## src/rtl/core/integer_square_root_u64_assert.svh

```systemverilog
// Assertion macros for the integer square root block.
`ifndef INTEGER_SQUARE_ROOT_U64_ASSERT_SVH
`define INTEGER_SQUARE_ROOT_U64_ASSERT_SVH
`ifndef NO_ASSERTIONS
`define ISR_ASSERT_SAME(label, clk, rst_n, ante, cons, msg) \
	label: assert property (@(posedge clk) disable iff (!rst_n) (ante) |-> (cons)) \
		else $error(msg);
`define ISR_ASSERT_NEXT(label, clk, rst_n, ante, cons, msg) \
	label: assert property (@(posedge clk) disable iff (!rst_n) (ante) |=> (cons)) \
		else $error(msg);
`else
`define ISR_ASSERT_SAME(label, clk, rst_n, ante, cons, msg)
`define ISR_ASSERT_NEXT(label, clk, rst_n, ante, cons, msg)
`endif
`endif

```

## src/rtl/core/isr_pkg.sv

```systemverilog
// Types, constants and the control program of the integer square root block.
`timescale 1ns / 1ps
package isr_pkg;
	localparam int OP_W   = 64;
	localparam int ROOT_W = 32;
	// The remainder stays at most twice the partial root, so after the two-bit shift
	// it fits in root width plus three.
	localparam int REM_W  = ROOT_W + 3;
	localparam int CNT_W  = $clog2(ROOT_W);
	localparam logic [CNT_W-1:0] CNT_LAST = CNT_W'(ROOT_W - 1);

	typedef logic [1:0] step_t;
	localparam step_t STEP_WAIT = 2'd0;
	localparam step_t STEP_ITER = 2'd1;
	localparam step_t STEP_EMIT = 2'd2;

	// Jump conditions; when the condition is false the sequencer holds its step.
	typedef enum logic [1:0] {
		COND_ALWAYS   = 2'd0,
		COND_IN_BEAT  = 2'd1,
		COND_CNT_LAST = 2'd2,
		COND_OUT_FREE = 2'd3
	} cond_t;

	typedef struct packed {
		logic  in_ready;
		logic  load;
		logic  iter;
		logic  emit;
		cond_t cond;
		step_t target;
	} uword_t;

	// Commands from the sequencer to the datapath.
	typedef struct packed {
		logic load;
		logic iter;
	} dp_cmd_t;

	// Control store: one word per step.
	function automatic uword_t ucode_rom(input step_t addr);
		uword_t w;
		w = '{in_ready: 1'b0, load: 1'b0, iter: 1'b0, emit: 1'b0,
			cond: COND_ALWAYS, target: STEP_WAIT};
		unique case (addr)
			STEP_WAIT: begin
				w.in_ready = 1'b1;
				w.load     = 1'b1;
				w.cond     = COND_IN_BEAT;
				w.target   = STEP_ITER;
			end
			STEP_ITER: begin
				w.iter   = 1'b1;
				w.cond   = COND_CNT_LAST;
				w.target = STEP_EMIT;
			end
			STEP_EMIT: begin
				w.emit   = 1'b1;
				w.cond   = COND_OUT_FREE;
				w.target = STEP_WAIT;
			end
			default: begin
				w.cond   = COND_ALWAYS;
				w.target = STEP_WAIT;
			end
		endcase
		return w;
	endfunction
endpackage

```

## src/rtl/core/isr_operand_if.sv

```systemverilog
// Input channel carrying the 64-bit operand.
`timescale 1ns / 1ps
interface isr_operand_if;
	logic                      valid;
	logic                      ready;
	logic [isr_pkg::OP_W-1:0] operand;

	modport source (output valid, output operand, input ready);
	modport sink (input valid, input operand, output ready);
endinterface

```

## src/rtl/core/isr_root_if.sv

```systemverilog
// Output channel carrying the 32-bit root.
`timescale 1ns / 1ps
interface isr_root_if;
	logic                        valid;
	logic                        ready;
	logic [isr_pkg::ROOT_W-1:0] root;

	modport source (output valid, output root, input ready);
	modport sink (input valid, input root, output ready);
endinterface

```

## src/rtl/core/isr_datapath.sv

```systemverilog
// Restoring square root datapath: one compare and subtract per step.
`timescale 1ns / 1ps
module isr_datapath (
	input  logic                        clk,
	input  isr_pkg::dp_cmd_t            cmd,
	input  logic [isr_pkg::OP_W-1:0]   operand,
	output logic [isr_pkg::ROOT_W-1:0] root
);
	import isr_pkg::*;

	logic [OP_W-1:0]   op_q;
	logic [REM_W-1:0]  rem_q;
	logic [ROOT_W-1:0] acc_q;
	logic [REM_W-1:0]  rem_sh;
	logic [REM_W-1:0]  trial;
	logic              fits;

	// Bring down the next two operand bits and form the trial value 4*acc+1.
	always_comb begin
		rem_sh = {rem_q[REM_W-3:0], op_q[OP_W-1 -: 2]};
		trial  = {1'b0, acc_q, 2'b01};
		fits   = rem_sh >= trial;
	end

	// Operand shifter, partial remainder and root accumulator.
	always_ff @(posedge clk) begin
		if (cmd.load) begin
			op_q  <= operand;
			rem_q <= '0;
			acc_q <= '0;
		end else if (cmd.iter) begin
			op_q  <= {op_q[OP_W-3:0], 2'b00};
			rem_q <= fits ? (rem_sh - trial) : rem_sh;
			acc_q <= {acc_q[ROOT_W-2:0], fits};
		end
	end

	assign root = acc_q;
endmodule

```

## src/rtl/core/integer_square_root_u64.sv

```systemverilog
// Integer square root of a 64-bit operand, one result bit per cycle.
// The wait step loads the operand, the iteration step makes one pass per
// root bit through the shared compare-subtract unit and the output step
// loads the output register once free; only the wait step takes operands.
// Reset clears the sequencer, the step counter and the output valid flag.
`timescale 1ns / 1ps
`include "integer_square_root_u64_assert.svh"
module integer_square_root_u64 (
	input  logic          clk,
	input  logic          arst_n,
	isr_operand_if.sink   in_ch,
	isr_root_if.source    out_ch
);
	import isr_pkg::*;

	step_t             step_q;
	logic [CNT_W-1:0]  cnt_q;
	logic              out_valid_q;
	logic [ROOT_W-1:0] root_q;
	uword_t            uw;
	dp_cmd_t           cmd;
	logic              cond_ok;
	logic              out_free;
	logic [ROOT_W-1:0] dp_root;

	// Fetch the control word for the current step.
	assign uw       = ucode_rom(step_q);
	assign out_free = !out_valid_q || out_ch.ready;

	always_comb begin
		unique case (uw.cond)
			COND_ALWAYS:   cond_ok = 1'b1;
			COND_IN_BEAT:  cond_ok = in_ch.valid;
			COND_CNT_LAST: cond_ok = cnt_q == CNT_LAST;
			COND_OUT_FREE: cond_ok = out_free;
			default:       cond_ok = 1'b0;
		endcase
	end

	assign in_ch.ready = uw.in_ready;
	assign cmd.load    = uw.load && in_ch.valid;
	assign cmd.iter    = uw.iter;

	// Step register and iteration counter.
	always_ff @(posedge clk or negedge arst_n) begin
		if (!arst_n) begin
			step_q <= STEP_WAIT;
			cnt_q  <= '0;
		end else begin
			if (cond_ok) begin
				step_q <= uw.target;
			end
			if (cmd.load) begin
				cnt_q <= '0;
			end else if (cmd.iter) begin
				cnt_q <= cnt_q + 1'b1;
			end
		end
	end

	isr_datapath u_datapath (
		.clk     (clk),
		.cmd     (cmd),
		.operand (in_ch.operand),
		.root    (dp_root)
	);

	// Output register; it holds a finished root until the sink takes it.
	always_ff @(posedge clk or negedge arst_n) begin
		if (!arst_n) begin
			out_valid_q <= 1'b0;
		end else if (uw.emit && out_free) begin
			out_valid_q <= 1'b1;
		end else if (out_ch.ready) begin
			out_valid_q <= 1'b0;
		end
	end

	always_ff @(posedge clk) begin
		if (uw.emit && out_free) begin
			root_q <= dp_root;
		end
	end

	assign out_ch.valid = out_valid_q;
	assign out_ch.root  = root_q;

	// Sequencer checks.
	`ISR_ASSERT_NEXT(a_beat_starts_iter, clk, arst_n, in_ch.valid && in_ch.ready,
		step_q == STEP_ITER && cnt_q == '0, "accepted beat did not start the iterations")
	`ISR_ASSERT_SAME(a_busy_not_ready, clk, arst_n, step_q != STEP_WAIT, !in_ch.ready,
		"input ready while an operand is in work")
	`ISR_ASSERT_SAME(a_idle_count_clear, clk, arst_n, step_q != STEP_ITER, cnt_q == '0,
		"iteration count not clear outside the iteration step")
	`ISR_ASSERT_NEXT(a_emit_loads_out, clk, arst_n, step_q == STEP_EMIT && out_free,
		out_ch.valid && step_q == STEP_WAIT, "finished root was not presented")
endmodule
```

## src/flat_wrapper.sv

```systemverilog
// flat-port wrapper written by rule: the top's interface ports become plain ports
module integer_square_root_u64_flat import isr_pkg::*;
  (clk, arst_n, in_ch_valid, in_ch_operand, in_ch_ready, out_ch_valid, out_ch_root, out_ch_ready);
  isr_operand_if in_ch_i ();
  isr_root_if out_ch_i ();
  input  logic clk;
  input  logic arst_n;
  input wire logic [$bits(in_ch_i.valid)-1:0] in_ch_valid;
  input wire logic [$bits(in_ch_i.operand)-1:0] in_ch_operand;
  output wire logic [$bits(in_ch_i.ready)-1:0] in_ch_ready;
  output wire logic [$bits(out_ch_i.valid)-1:0] out_ch_valid;
  output wire logic [$bits(out_ch_i.root)-1:0] out_ch_root;
  input wire logic [$bits(out_ch_i.ready)-1:0] out_ch_ready;
  assign in_ch_i.valid = in_ch_valid;
  assign in_ch_i.operand = in_ch_operand;
  assign in_ch_ready = in_ch_i.ready;
  assign out_ch_valid = out_ch_i.valid;
  assign out_ch_root = out_ch_i.root;
  assign out_ch_i.ready = out_ch_ready;
  integer_square_root_u64 u_core (.clk(clk), .arst_n(arst_n), .in_ch(in_ch_i), .out_ch(out_ch_i));
endmodule
```

## config.mk

```make
export PLATFORM = sky130hd
export DESIGN_NAME = integer_square_root_u64_flat
export DESIGN_NICKNAME = d
export VERILOG_FILES = /design/src/rtl/core/isr_pkg.sv /design/src/rtl/core/isr_operand_if.sv /design/src/rtl/core/isr_root_if.sv /design/src/rtl/core/isr_datapath.sv /design/src/rtl/core/integer_square_root_u64.sv /design/src/flat_wrapper.sv
export VERILOG_INCLUDE_DIRS = /design/src /design/src/rtl/core
export SDC_FILE = /design/constraint.sdc
export NUM_CORES = 1
export LEC_CHECK = 0
export BUFFER_PORTS_ARGS = -buffer_cell sky130_fd_sc_hd__buf_2
export CAP_MARGIN = 20
export CORE_ASPECT_RATIO = 2
export CORE_MARGIN = 1.5
export CORE_UTILIZATION = 45
export DETAILED_ROUTE_END_ITERATION = 10
export GPL_ROUTABILITY_DRIVEN = 0
export HOLD_SLACK_MARGIN = 0.15
export MAX_ROUTING_LAYER = met4
export REMOVE_ABC_BUFFERS = 1
export SYNTH_ARGS = -nofsm -noshare
export SYNTH_HDL_FRONTEND = slang
export SYNTH_SLANG_ARGS = --single-unit
export TNS_END_PERCENT = 50
```

## constraint.sdc

```tcl
create_clock -name clk -period 7.7 [get_ports clk]
set_input_delay 1.155 -clock clk [delete_from_list [all_inputs] [get_ports clk]]
set_output_delay 1.155 -clock clk [all_outputs]
set_load 0.05 [all_outputs]
```

[Word level (Yosys, flattened, before mapping)]
Cells that the tools add are included.
Operators by class
  reduce and logical (&&, ||, !) cells: 8
  order comparisons: 1
  equal/unequal tests: 6
  add/subtract/negate cells: 2
  muxes and demuxes: 12
Operator list (number)
  2-to-1 mux 64 bit: 2
  >= comparator 35 x 34 -> 1 bit: 1
  2-to-1 mux 33 bit: 1
  subtractor 33 bit: 1
  one-hot mux 4 bit (3 select lines): 1
  2-to-1 mux 5 bit: 2
  == test 2 bit, second input constant: 3
  adder 5 x 1 -> 5 bit, second input constant: 1
  == test 5 bit, second input constant: 1
  == test 2 x 1 -> 1 bit, second input constant: 2
  zero test 2 bit: 2
  2-to-1 mux 1 bit: 4
  one-hot mux 1 bit (4 select lines): 1
  nonzero test 2 bit: 2
  logical AND 1 bit: 2
  2-to-1 mux 2 bit: 1
  zero test 1 bit: 1
  logical OR 1 bit: 1
Word-level totals
  input bits: 68
  logic and storage cells: 36
  register bits after elaboration: 169

[Depth between registers and ports, before layout]
Gate-level depths: netlist of the first run.
  depth after elaboration: 4
  gate-level depth with buffers: 13

[By module]
A second synthesis of the first run with hierarchy kept.
Unflattened totals
  cell total of the unflattened synthesis: 800
  area total of the unflattened synthesis: 8842.2 um2
By module, submodules not included
  isr_datapath: area each 7485.9 um2, cells each 733, seq. area each 3223.1 um2, times used 1
  integer_square_root_u64: area each 1356.3 um2, cells each 67, seq. area each 1161.1 um2, times used 1

[Least setup slack after synthesis of the first run]
OpenSTA, ideal clock, no wires.
  kind: reg2reg
  start: register u_core.step_q[1]
  end: register u_core.u_datapath.op_q[0] (enable)
  setup slack: 4517 ps
  arrival time: 2764 ps
  buffers on the path: 0
  data required time: 7281 ps
  clock period less this slack: 3183 ps
  cell stages (with the launch flop): 5
  path through: dfrtp_1 > nor2_1 > and2_1 > nor2_1 > inv_1
On the way
  cells in the longest elaborated chain, start to end: 4
  elaborated cells on any way between the ends: 6
  classes of those cells: eq/ne (1); mux (2); reduce/logical (3)
RTL lines
  start: declaration: RTL line integer_square_root_u64.sv:16  | step_t step_q;
  start signal: assignment: RTL line integer_square_root_u64.sv:51  | step_q <= uw.target;
  zero test 2 bit: RTL line isr_pkg.sv:45  | unique case (addr)
  2-to-1 mux 2 bit: RTL line isr_pkg.sv:45
  logical AND 1 bit: RTL line integer_square_root_u64.sv:41  | assign cmd.load = uw.load && in_ch.valid;
  nonzero test 2 bit (no source line) (*)
  end signal: assignment: RTL line isr_datapath.sv:28  | op_q <= operand;
  end signal: assignment: RTL line isr_datapath.sv:32  | op_q <= {op_q[OP_W-3:0], 2'b00};
  end: declaration: RTL line isr_datapath.sv:11  | logic [OP_W-1:0] op_q;
Every way passes the cells marked *; elsewhere a longest branch is shown, timed or not.
A chain may end at the register's enable or synchronous reset.

[Worst setup path in the final report of the first run]
  start: register u_core.u_datapath.acc_q[2], in the netlist u_core.u_datapath.root[2]
  end: register u_core.u_datapath.rem_q[28]
On the way
  cells in the longest elaborated chain, start to end: 2
  elaborated cells on any way between the ends: 3
  classes of those cells: add/sub (1); order compare (1); mux (1)
RTL lines
  start: declaration: RTL line isr_datapath.sv:13  | logic [ROOT_W-1:0] acc_q;
  start signal: assignment: RTL line isr_datapath.sv:34  | acc_q <= {acc_q[ROOT_W-2:0], fits};
  subtractor 33 bit or >= comparator 35 x 34 -> 1 bit (tied branches): RTL line isr_datapath.sv:33, isr_datapath.sv:22
  2-to-1 mux 33 bit (*): RTL line isr_datapath.sv:33  | rem_q <= fits ? (rem_sh - trial) : rem_sh;
  end signal: assignment: RTL line isr_datapath.sv:33
  end: declaration: RTL line isr_datapath.sv:12  | logic [REM_W-1:0] rem_q;
Marked as above.

==> results.sh, run 1 <==
export IMPL_ant_nets=0
export IMPL_outcome="finished, final reports clean"
export IMPL_grt_max_degree=99
export IMPL_fmax_mhz=304
export IMPL_grt_pass1_vias=6236
export IMPL_fill_cells=1662
export IMPL_clk_pin_slew_ps=60
export IMPL_synthCells=853
export IMPL_numPortBuffers=101
export IMPL_tightest_slew_ps=1030
export IMPL_drt_total_wl_um=17700
export IMPL_cts_hold_buf=0
export IMPL_synth_seq_area_share_pct=53.8
export IMPL_total_power_w=0.00535
export IMPL_avgSynthCellArea_um2=9.55
export IMPL_ys_flop_type="edfxtp_1"
export IMPL_path_class="reg2reg"
export IMPL_ys_ff_latch=169
export IMPL_required_ps=8040
export IMPL_wl_per_cell_um=15.2
export IMPL_critPathLaunchType="flop"
export IMPL_io_pins=102
export IMPL_htreeDepth=4
export IMPL_synth_edf_count=96
export IMPL_min_period_ps=3290
export IMPL_drv_cap=0
export IMPL_drc=0
export IMPL_nets=1042
export IMPL_powerDensity_nw_per_um2=567
export IMPL_fin_tns_setup_ps=0
export IMPL_hold_viol_final=0
export IMPL_period_share_pct=42.8
export IMPL_via_per_inst=5.34
export IMPL_ys_types=52
export IMPL_synth_warnings=0
export IMPL_post_cts_buffers=0
export IMPL_grt_pass1_wl_um=29200
export IMPL_cts_num_sinks=169
export IMPL_die_x_um=98.1
export IMPL_drt_initial_drc_count=242
export IMPL_setup_violations=0
export IMPL_layout_setup_ws_ps=4410
export IMPL_cts_buffers=17
export IMPL_hp_class="reg2reg"
export IMPL_critPathCaptureType="flop"
export IMPL_area_delta_synth_final_pct=15.9
export IMPL_slew_violations=0
export IMPL_n_antenna_cell=0
export IMPL_post_dp_hpwl_um=12200
export IMPL_dieArea_um2=19000
export IMPL_antenna_found_initial=0
export IMPL_die_y_um=193
export IMPL_initial_core_util_pct=45.8
export IMPL_critPathMaxFanout=33
export IMPL_clkLatencyLatePin_ps=430
export IMPL_root_buffer="clkbuf_16"
export IMPL_leakage_nw=4.10
export IMPL_dpl_worst_slack_ps=4210
export IMPL_row_count=69
export IMPL_grt_usage_pct=19.8
export IMPL_rsz0062_at_grt="no"
export IMPL_cts_tree="yes"
export IMPL_drive_gt1_share_pct=15.3
export IMPL_ir_worst_vdd_uv=269
export IMPL_arrival_ps=3630
export IMPL_via_count=6204
export IMPL_core_area_um2=17800
export IMPL_gr_total_overflow=0
export IMPL_cts_resized_gates=0
export IMPL_first_pass_iters=4
export IMPL_slew_headroom_pct=31.3
export IMPL_clockBufferDepth=2
export IMPL_worst_clock_skew_ps=10.2
export IMPL_syn_area_um2=8150
export IMPL_synth_async_reset_ratio_pct=4.73
## cell families (layout without fill, tap and decap cells)
kind of cell	count (synthesis)	in the layout	share of synthesized area, %
muxes	22	22	2.72
buffers and inverters	87	183	4.24
AOI/OAI and AO/OA	181	181	13.5
adders and majority gates	36	36	5.53
and+or+nand+nor	329	329	17.1
DFF	169	169	53.8
xor gates and xnor gates	29	29	3.12
## worst max-delay path, stage by stage, from the launching register on
cell and delay (ps):
dfxtp_1 360, inv_1 90, ha_1 230, or3_1 390, o22ai_2 220, nor2b_1 80
o31ai_2 280, a32oi_1 230, a311o_1 410, nand2_4 440, mux2_1 370, o211ai_1 100
## final timing paths
kind | cells past startpoint | slack, ps | from | end
min | 0 | 430 | u_core.u_datapath.root[0] | u_core.out_ch.root[0]
max | 11 | 4410 | u_core.u_datapath.root[2] | u_core.u_datapath.rem_q[28]
max reg2reg | 11 | 4410 | u_core.u_datapath.root[2] | u_core.u_datapath.rem_q[28]
max in group asynchronous | 1 | 6970 | arst_n | u_core.cnt_q[1]
min in group asynchronous | 1 | 560 | arst_n | u_core.out_ch.valid
min reg2reg | 0 | 430 | u_core.u_datapath.root[0] | u_core.out_ch.root[0]
## layer usage
layer | wire [um] | GRT usage, % | part of all wire (%) | up-vias
li1 | - | - | - | 3151
met1 | 6890 | 21.2 | 39 | 2865
met2 | 9600 | 34.8 | 54 | 150
met3 | 652 | 4.08 | 3.7 | 38
met4 | 558 | 8.97 | 3.2 | 0
met5 | 0 | - | 0 | -
## through the flow
stage	hold slack (ps)	std cells	util, %	instance area (um^2)
final	428	1162	53.1	9440
after global placement	413	1132	49.5	8810
after CTS	430	1162	53.1	9440
after floorplan	408	812	-	7970
after detailed placement	415	1132	49.5	8810
after global routing	437	1162	53.1	9440
## Yosys cell counts (2+ instances only)
master,number,area [um^2]
a31oi_1,4,25.0
and3_1,7,43.8
mux2i_1,21,210
clkbuf_1,30,113
nand3_1,43,215
nor2b_1,6,37.5
nor2_1,13,48.8
and2_1,3,18.8
o31ai_1,3,22.5
a21oi_1,33,165
o211ai_1,2,15.0
o21ai_0,54,270
edfxtp_1,96,2880
o21ai_1,33,165
o21bai_1,5,37.5
nand2_1,234,878
a32oi_1,11,96.3
a21o_1,11,82.6
dfxtp_1,65,1300
buf_2,3,15.0
or3_1,2,12.5
inv_1,46,173
dfrtp_1,8,200
xor2_1,6,52.6
nand2b_1,4,25.0
a211oi_1,4,30.0
nor3_1,6,30.0
ha_1,36,450
o21a_1,4,30.0
buf_1,6,22.5
xnor2_1,23,201
o31a_1,2,17.5
o221ai_1,2,17.5
nand4_1,7,43.8
buf_6,2,22.5
a311o_1,2,20.0
## sequential cells by signal (all words and copies together), names as in the netlist
register,cells
u_core.cnt_q,5
u_core.out_ch.root,32
u_core.out_ch.valid,1
u_core.step_q,2
u_core.u_datapath.op_q,64
u_core.u_datapath.rem_q,33
u_core.u_datapath.root,32
## layout by cell type, fill, tap and decap left out, types with 17 or more instances in the layout
cell | synthesis | routed
edfxtp_1 | 96 | 96
clkbuf_16 | 0 | 17
xnor2_1 | 23 | 23
ha_1 | 36 | 36
inv_1 | 46 | 45
a21oi_1 | 33 | 33
dfxtp_1 | 65 | 65
nand2_1 | 234 | 233
mux2i_1 | 21 | 21
o21ai_1 | 33 | 33
o21ai_0 | 54 | 54
buf_2 | 3 | 101
nand3_1 | 43 | 43
## area by class of cell
cell class | count | area (um^2) | area share (%)
sequential | 169 | 4380 | 46.4
multi-input combinational | 597 | 3440 | 36.4
timing repair buffer | 107 | 551 | 5.83
clock buffer | 17 | 425 | 4.51
tap | 213 | 267 | 2.82
clock inverter | 13 | 203 | 2.15
inverter | 46 | 173 | 1.83
## where the power goes
group	switching (W)	internal [W]	total (W)
clock	0.000353	0.000571	0.000923
sequential	0.000197	0.00146	0.00166
combinational	0.00165	0.00112	0.00277
(Power assumes the default switching activity.)
==> run 2, diff against run 1 <==
--- a/config.mk
+++ b/config.mk
@@ -15,6 +15,7 @@
 export GPL_ROUTABILITY_DRIVEN = 0
 export HOLD_SLACK_MARGIN = 0.15
 export MAX_ROUTING_LAYER = met4
+export PLACE_DENSITY = 0.67
 export REMOVE_ABC_BUFFERS = 1
 export SYNTH_ARGS = -nofsm -noshare
 export SYNTH_HDL_FRONTEND = slang
==> constraint.sdc (replaced) <==
create_clock -name clk -period 3 [get_ports clk]
set_input_delay 0.45 -clock clk [delete_from_list [all_inputs] [get_ports clk]]
set_output_delay 0.45 -clock clk [all_outputs]
set_load 0.05 [all_outputs]
==> results.sh, run 2 (synthesized netlist as in run 1, its figures left out) <==
export IMPL_critPathCaptureType="flop"
export IMPL_first_pass_iters=5
export IMPL_grt_pass1_wl_um=30500
export IMPL_crit_chain="inv_1 -> ha_1 -> a21oi_1 -> o21bai_1 -> a21o_1 -> nand2_1 -> o211ai_1 -> a311o_1 -> buf_4 -> nand2_2 -> buf_4 -> mux2i_1 -> o21ai_1"
export IMPL_outcome="finished, final reports clean"
export IMPL_drv_cap=0
export IMPL_top_register="u_core.u_datapath.op_q"
export IMPL_mostFrequentLayoutCells="nand2_1 (232), buf_2 (101), edfxtp_1 (96), dfxtp_1 (65), o21ai_0 (54)"
export IMPL_cts_tree="yes"
export IMPL_largest_reg_flops=64
export IMPL_final_common_cell="nand2_1"
export IMPL_slew_violations=0
export IMPL_critPathMaxFanout=5
export IMPL_drive_gt1_share_pct=18.3
export IMPL_grt_usage_pct=20.8
export IMPL_layout_setup_ws_ps=125
export IMPL_die_y_um=193
export IMPL_clkLatencyLatePin_ps=440
export IMPL_n_antenna_cell=0
export IMPL_initial_core_util_pct=45.8
export IMPL_min_period_ps=2880
export IMPL_cts_num_sinks=169
export IMPL_hold_path_cell_count=3
export IMPL_grt_max_degree=73
export IMPL_ant_nets=0
export IMPL_required_ps=3320
export IMPL_hold_viol_final=0
export IMPL_tightest_slew_ps=630
export IMPL_reg_top3="u_core.u_datapath.op_q x64, u_core.u_datapath.rem_q x33"
export IMPL_drt_total_wl_um=18700
export IMPL_core_area_um2=17800
export IMPL_root_buffer="clkbuf_16"
export IMPL_slew_headroom_pct=58.0
export IMPL_via_per_inst=5.36
export IMPL_critPathTopFamily="compound AO/OA/AOI/OAI gates"
export IMPL_nets=1075
export IMPL_fmax_mhz=348
export IMPL_arrival_ps=3200
export IMPL_fin_util_pct=54.8
export IMPL_cts_buffers=17
export IMPL_io_pins=102
export IMPL_slowest_delay_ps=380
export IMPL_dieArea_um2=19000
export IMPL_wl_per_cell_um=15.6
export IMPL_row_count=69
export IMPL_post_dp_hpwl_um=13200
export IMPL_numPortBuffers=101
export IMPL_rsz0062_at_grt="no"
export IMPL_htreeDepth=4
export IMPL_setup_violations=0
export IMPL_clockBufferDepth=2
export IMPL_r2r_cells=13
export IMPL_antenna_found_initial=0
export IMPL_cp_common_cell="buf_4"
export IMPL_period_share_pct=95.8
export IMPL_stdcell_count=1197
export IMPL_dpl_worst_slack_ps=42.3
export IMPL_drt_initial_drc_count=232
export IMPL_worst_clock_skew_ps=13.8
export IMPL_worstPathBufferInverterCount=3
export IMPL_clk_pin_slew_ps=70
export IMPL_critPathLaunchType="flop"
export IMPL_dpl_cell_count=1158
export IMPL_wl_met1_um=7120
export IMPL_wl_met3_um=615
export IMPL_die_x_um=98.1
export IMPL_via_count=6418
export IMPL_top_layer="met4"
export IMPL_worst_path_max_delay_cell="a311o_1"
export IMPL_grt_pass1_vias=6518
export IMPL_path_class="reg2reg"
export IMPL_hp_class="in2reg"
export IMPL_area_delta_synth_final_pct=19.6
export IMPL_drc=0
export IMPL_fin_tns_setup_ps=0
export IMPL_met2_length_um=10200
export IMPL_gr_total_overflow=0
export IMPL_path_depth=13
[run 2: cell types whose count changed in the layout (fill, tap and decap cells not counted), moves of 2 or more]
cell	before	now
ha_1	36	34
nand2_2	0	2
clkbuf_1	0	4
buf_12	0	6
ha_2	0	2
buf_4	6	31
bufinv_16	5	3
clkinv_2	3	1
[run 2: repair_timing]
item / CTS / global route
endpoints found under the setup margin: 0 / 33
resized for setup: 0 / 8
hold endpoints to repair: 8 / 0
hold buffers: 1 / 0
setup buffers: 0 / 5
[run 2: final cells by class]
type | count | area [um^2]
sequential | 169 | 4380
fill | 1608 | 8040
inverter | 46 | 173
clock inverter | 11 | 146
multi-input combinational | 598 | 3470
clock buffer | 21 | 440
tap | 213 | 267
timing repair buffer | 139 | 868
[run 2: path summary, 6_finish.rpt]
| kind | endpoint | slack (ps) | startpoint |
|---|---|---|---|
| max in group asynchronous | u_core.cnt_q[0] | 2430 | arst_n |
| max reg2reg | u_core.u_datapath.rem_q[14] | 120 | u_core.u_datapath.root[16] |
| min | u_core.u_datapath.op_q[18] | 270 | in_ch_operand[18] |
| min in group asynchronous | u_core.cnt_q[1] | 400 | arst_n |
| min reg2reg | u_core.out_ch.root[0] | 440 | u_core.u_datapath.root[0] |
| max | u_core.u_datapath.rem_q[14] | 120 | u_core.u_datapath.root[16] |
[run 2: routing by layer]
metal  vias to the layer above  track usage (%)
met3                        55             3.65
met1                      2976             21.1
met4                         0             10.5
met5                         -                -
met2                       165             37.5
li1                       3222                -
[run 2: stage by stage]
stage | cell area [um^2] | hold slack [ps]
floorplan | 7970 | 154
CTS | 9670 | 261
global placement | 9070 | 302
global route | 9750 | 272
finish | 9750 | 269
detailed placement | 9070 | 302
[run 2: worst min-delay path: stages]
cell and delay, ps:
buf_2 70, nand2_1 40, nand2_1 40
Power of run 2 is left out: the tool's default activity adds up to more than one toggle a clock period on the data nets, which glitch-free logic cannot reach.
==> run 3, diff against run 2 <==
--- a/config.mk
+++ b/config.mk
@@ -15,7 +15,7 @@
 export GPL_ROUTABILITY_DRIVEN = 0
 export HOLD_SLACK_MARGIN = 0.15
 export MAX_ROUTING_LAYER = met4
-export PLACE_DENSITY = 0.67
+export PLACE_DENSITY = 0.65
 export REMOVE_ABC_BUFFERS = 1
 export SYNTH_ARGS = -nofsm -noshare
 export SYNTH_HDL_FRONTEND = slang
==> results.sh, run 3 (synthesized netlist as in run 1, its figures left out) <==
export IMPL_clockBufferDepth=2
export IMPL_fmax_mhz=356
export IMPL_drive_gt1_share_pct=17.9
export IMPL_crit_chain="inv_1 -> ha_1 -> nand2_1 -> buf_4 -> nor3_1 -> o31ai_4 -> a32oi_2 -> a311o_1 -> nand2_4 -> buf_4 -> a32oi_1 -> o21ai_1"
export IMPL_slew_headroom_pct=57.9
export IMPL_clk_pin_slew_ps=70
export IMPL_wl_met3_um=563
export IMPL_mostFrequentLayoutCells="nand2_1 (233), buf_2 (101), edfxtp_1 (96), dfxtp_1 (65), o21ai_0 (54)"
export IMPL_setup_violations=0
export IMPL_drc=0
export IMPL_worst_path_max_delay_cell="ha_1"
export IMPL_first_pass_iters=4
export IMPL_drt_initial_drc_count=253
export IMPL_die_y_um=193
export IMPL_die_x_um=98.1
export IMPL_initial_core_util_pct=45.8
export IMPL_cts_tree="yes"
export IMPL_hold_viol_final=0
export IMPL_top_register="u_core.u_datapath.op_q"
export IMPL_htreeDepth=4
export IMPL_wl_met1_um=7210
export IMPL_core_area_um2=17800
export IMPL_clkLatencyLatePin_ps=430
export IMPL_dieArea_um2=19000
export IMPL_cts_num_sinks=169
export IMPL_min_period_ps=2810
export IMPL_critPathMaxFanout=8
export IMPL_r2r_cells=12
export IMPL_min_delay_worst_endpoint="u_core.u_datapath.op_q[8]"
export IMPL_nets=1068
export IMPL_io_pins=102
export IMPL_top_layer="met4"
export IMPL_drt_total_wl_um=18400
export IMPL_hp_start="in_ch_operand[8]"
export IMPL_cts_buffers=17
export IMPL_numPortBuffers=101
export IMPL_rrSetupSlack_ps=190
export IMPL_wl_per_cell_um=15.4
export IMPL_path_class="reg2reg"
export IMPL_period_share_pct=93.6
export IMPL_tightest_slew_ps=632
export IMPL_hold_slack_ps=274
export IMPL_r2r_end="u_core.u_datapath.rem_q[23]"
export IMPL_root_buffer="clkbuf_16"
export IMPL_cp_common_cell="buf_4"
export IMPL_gr_total_overflow=0
export IMPL_arrival_ps=3120
export IMPL_grt_usage_pct=20.8
export IMPL_antenna_found_initial=0
export IMPL_met2_length_um=9890
export IMPL_grt_max_degree=78
export IMPL_hp_class="in2reg"
export IMPL_via_count=6323
export IMPL_post_dp_hpwl_um=13100
export IMPL_outcome="finished, final reports clean"
export IMPL_hold_path_cell_count=3
export IMPL_post_cts_buffers=0
export IMPL_grt_pass1_vias=6449
export IMPL_worst_clock_skew_ps=10.7
export IMPL_drv_cap=0
export IMPL_largest_reg_flops=64
export IMPL_critPathLaunchType="flop"
export IMPL_area_delta_synth_final_pct=18.2
export IMPL_slew_violations=0
export IMPL_rr_startpoint="u_core.u_datapath.root[9]"
export IMPL_row_count=69
export IMPL_final_common_cell="nand2_1"
export IMPL_critPathCaptureType="flop"
export IMPL_fill_cells=1644
export IMPL_reg_top3="u_core.u_datapath.op_q x64, u_core.u_datapath.rem_q x33"
export IMPL_regArea_um2=4380
export IMPL_ant_nets=0
export IMPL_multi_input_area_um2=3480
export IMPL_fin_util_pct=54.1
export IMPL_dpl_cell_count=1157
export IMPL_required_ps=3310
export IMPL_via_per_inst=5.32
export IMPL_stdcell_count=1189
export IMPL_grt_pass1_wl_um=30800
export IMPL_n_antenna_cell=0
export IMPL_slowest_delay_ps=400
run 3: routing by layer:
layer  track usage, %  vias to the layer above
met5                -                        -
met1             22.2                     2927
met2             36.9                      147
li1                 -                     3204
met4             10.1                        0
met3             3.58                       45
run 3: cell type report:
| cell class | count | area share [%] |
|---|---|---|
| Multi-Input combinational cell | 597 | 36.2 |
| Sequential cell | 169 | 45.5 |
| Timing Repair Buffer | 133 | 8.16 |
| Clock inverter | 12 | 1.09 |
| Tap cell | 213 | 2.77 |
| Clock buffer | 19 | 4.50 |
| Inverter | 46 | 1.79 |
run 3: critical path: cells and delay by family, from the launching register on:
family / cells / cell delay [ps]
AOI/OAI and AO/OA: 5 / 950
and+or+nand+nor: 3 / 530
buffers and inverters: 3 / 440
DFF: 1 / 340
adders and majority gates: 1 / 400
run 3: worst max path at each step:
| stage | from | cells after the start | to |
|---|---|---|---|
| after CTS | u_core.u_datapath.root[9] | 12 | u_core.u_datapath.rem_q[6] |
| after floorplan | u_core.step_q[1] | 4 | u_core.u_datapath.op_q[0] |
| after global routing | u_core.u_datapath.root[9] | 12 | u_core.u_datapath.rem_q[23] |
| after detailed placement | u_core.u_datapath.root[2] | 12 | u_core.u_datapath.rem_q[18] |
| final | u_core.u_datapath.root[9] | 12 | u_core.u_datapath.rem_q[23] |
| after global placement | u_core.u_datapath.root[2] | 12 | u_core.u_datapath.rem_q[19] |
run 3: timing repair:
action | CTS | global route
pin swaps | 1 | 1
hold buffers | 1 | 0
endpoints found under the setup margin | 1 | 26
gates resized for setup | 0 | 10
endpoints found under the hold margin | 8 | 0
run 3: metrics by stage:
stage	worst slack, ps	TNS (ps)	area (um^2)
after floorplan	-2000	-176440	7970
after global placement	75.6	0	9040
after global routing	-20.0	-20.0	9630
after detailed placement	4.34	0	9040
final	191	0	9630
after CTS	37.4	0	9580
Power of run 3 is left out for the same reason.
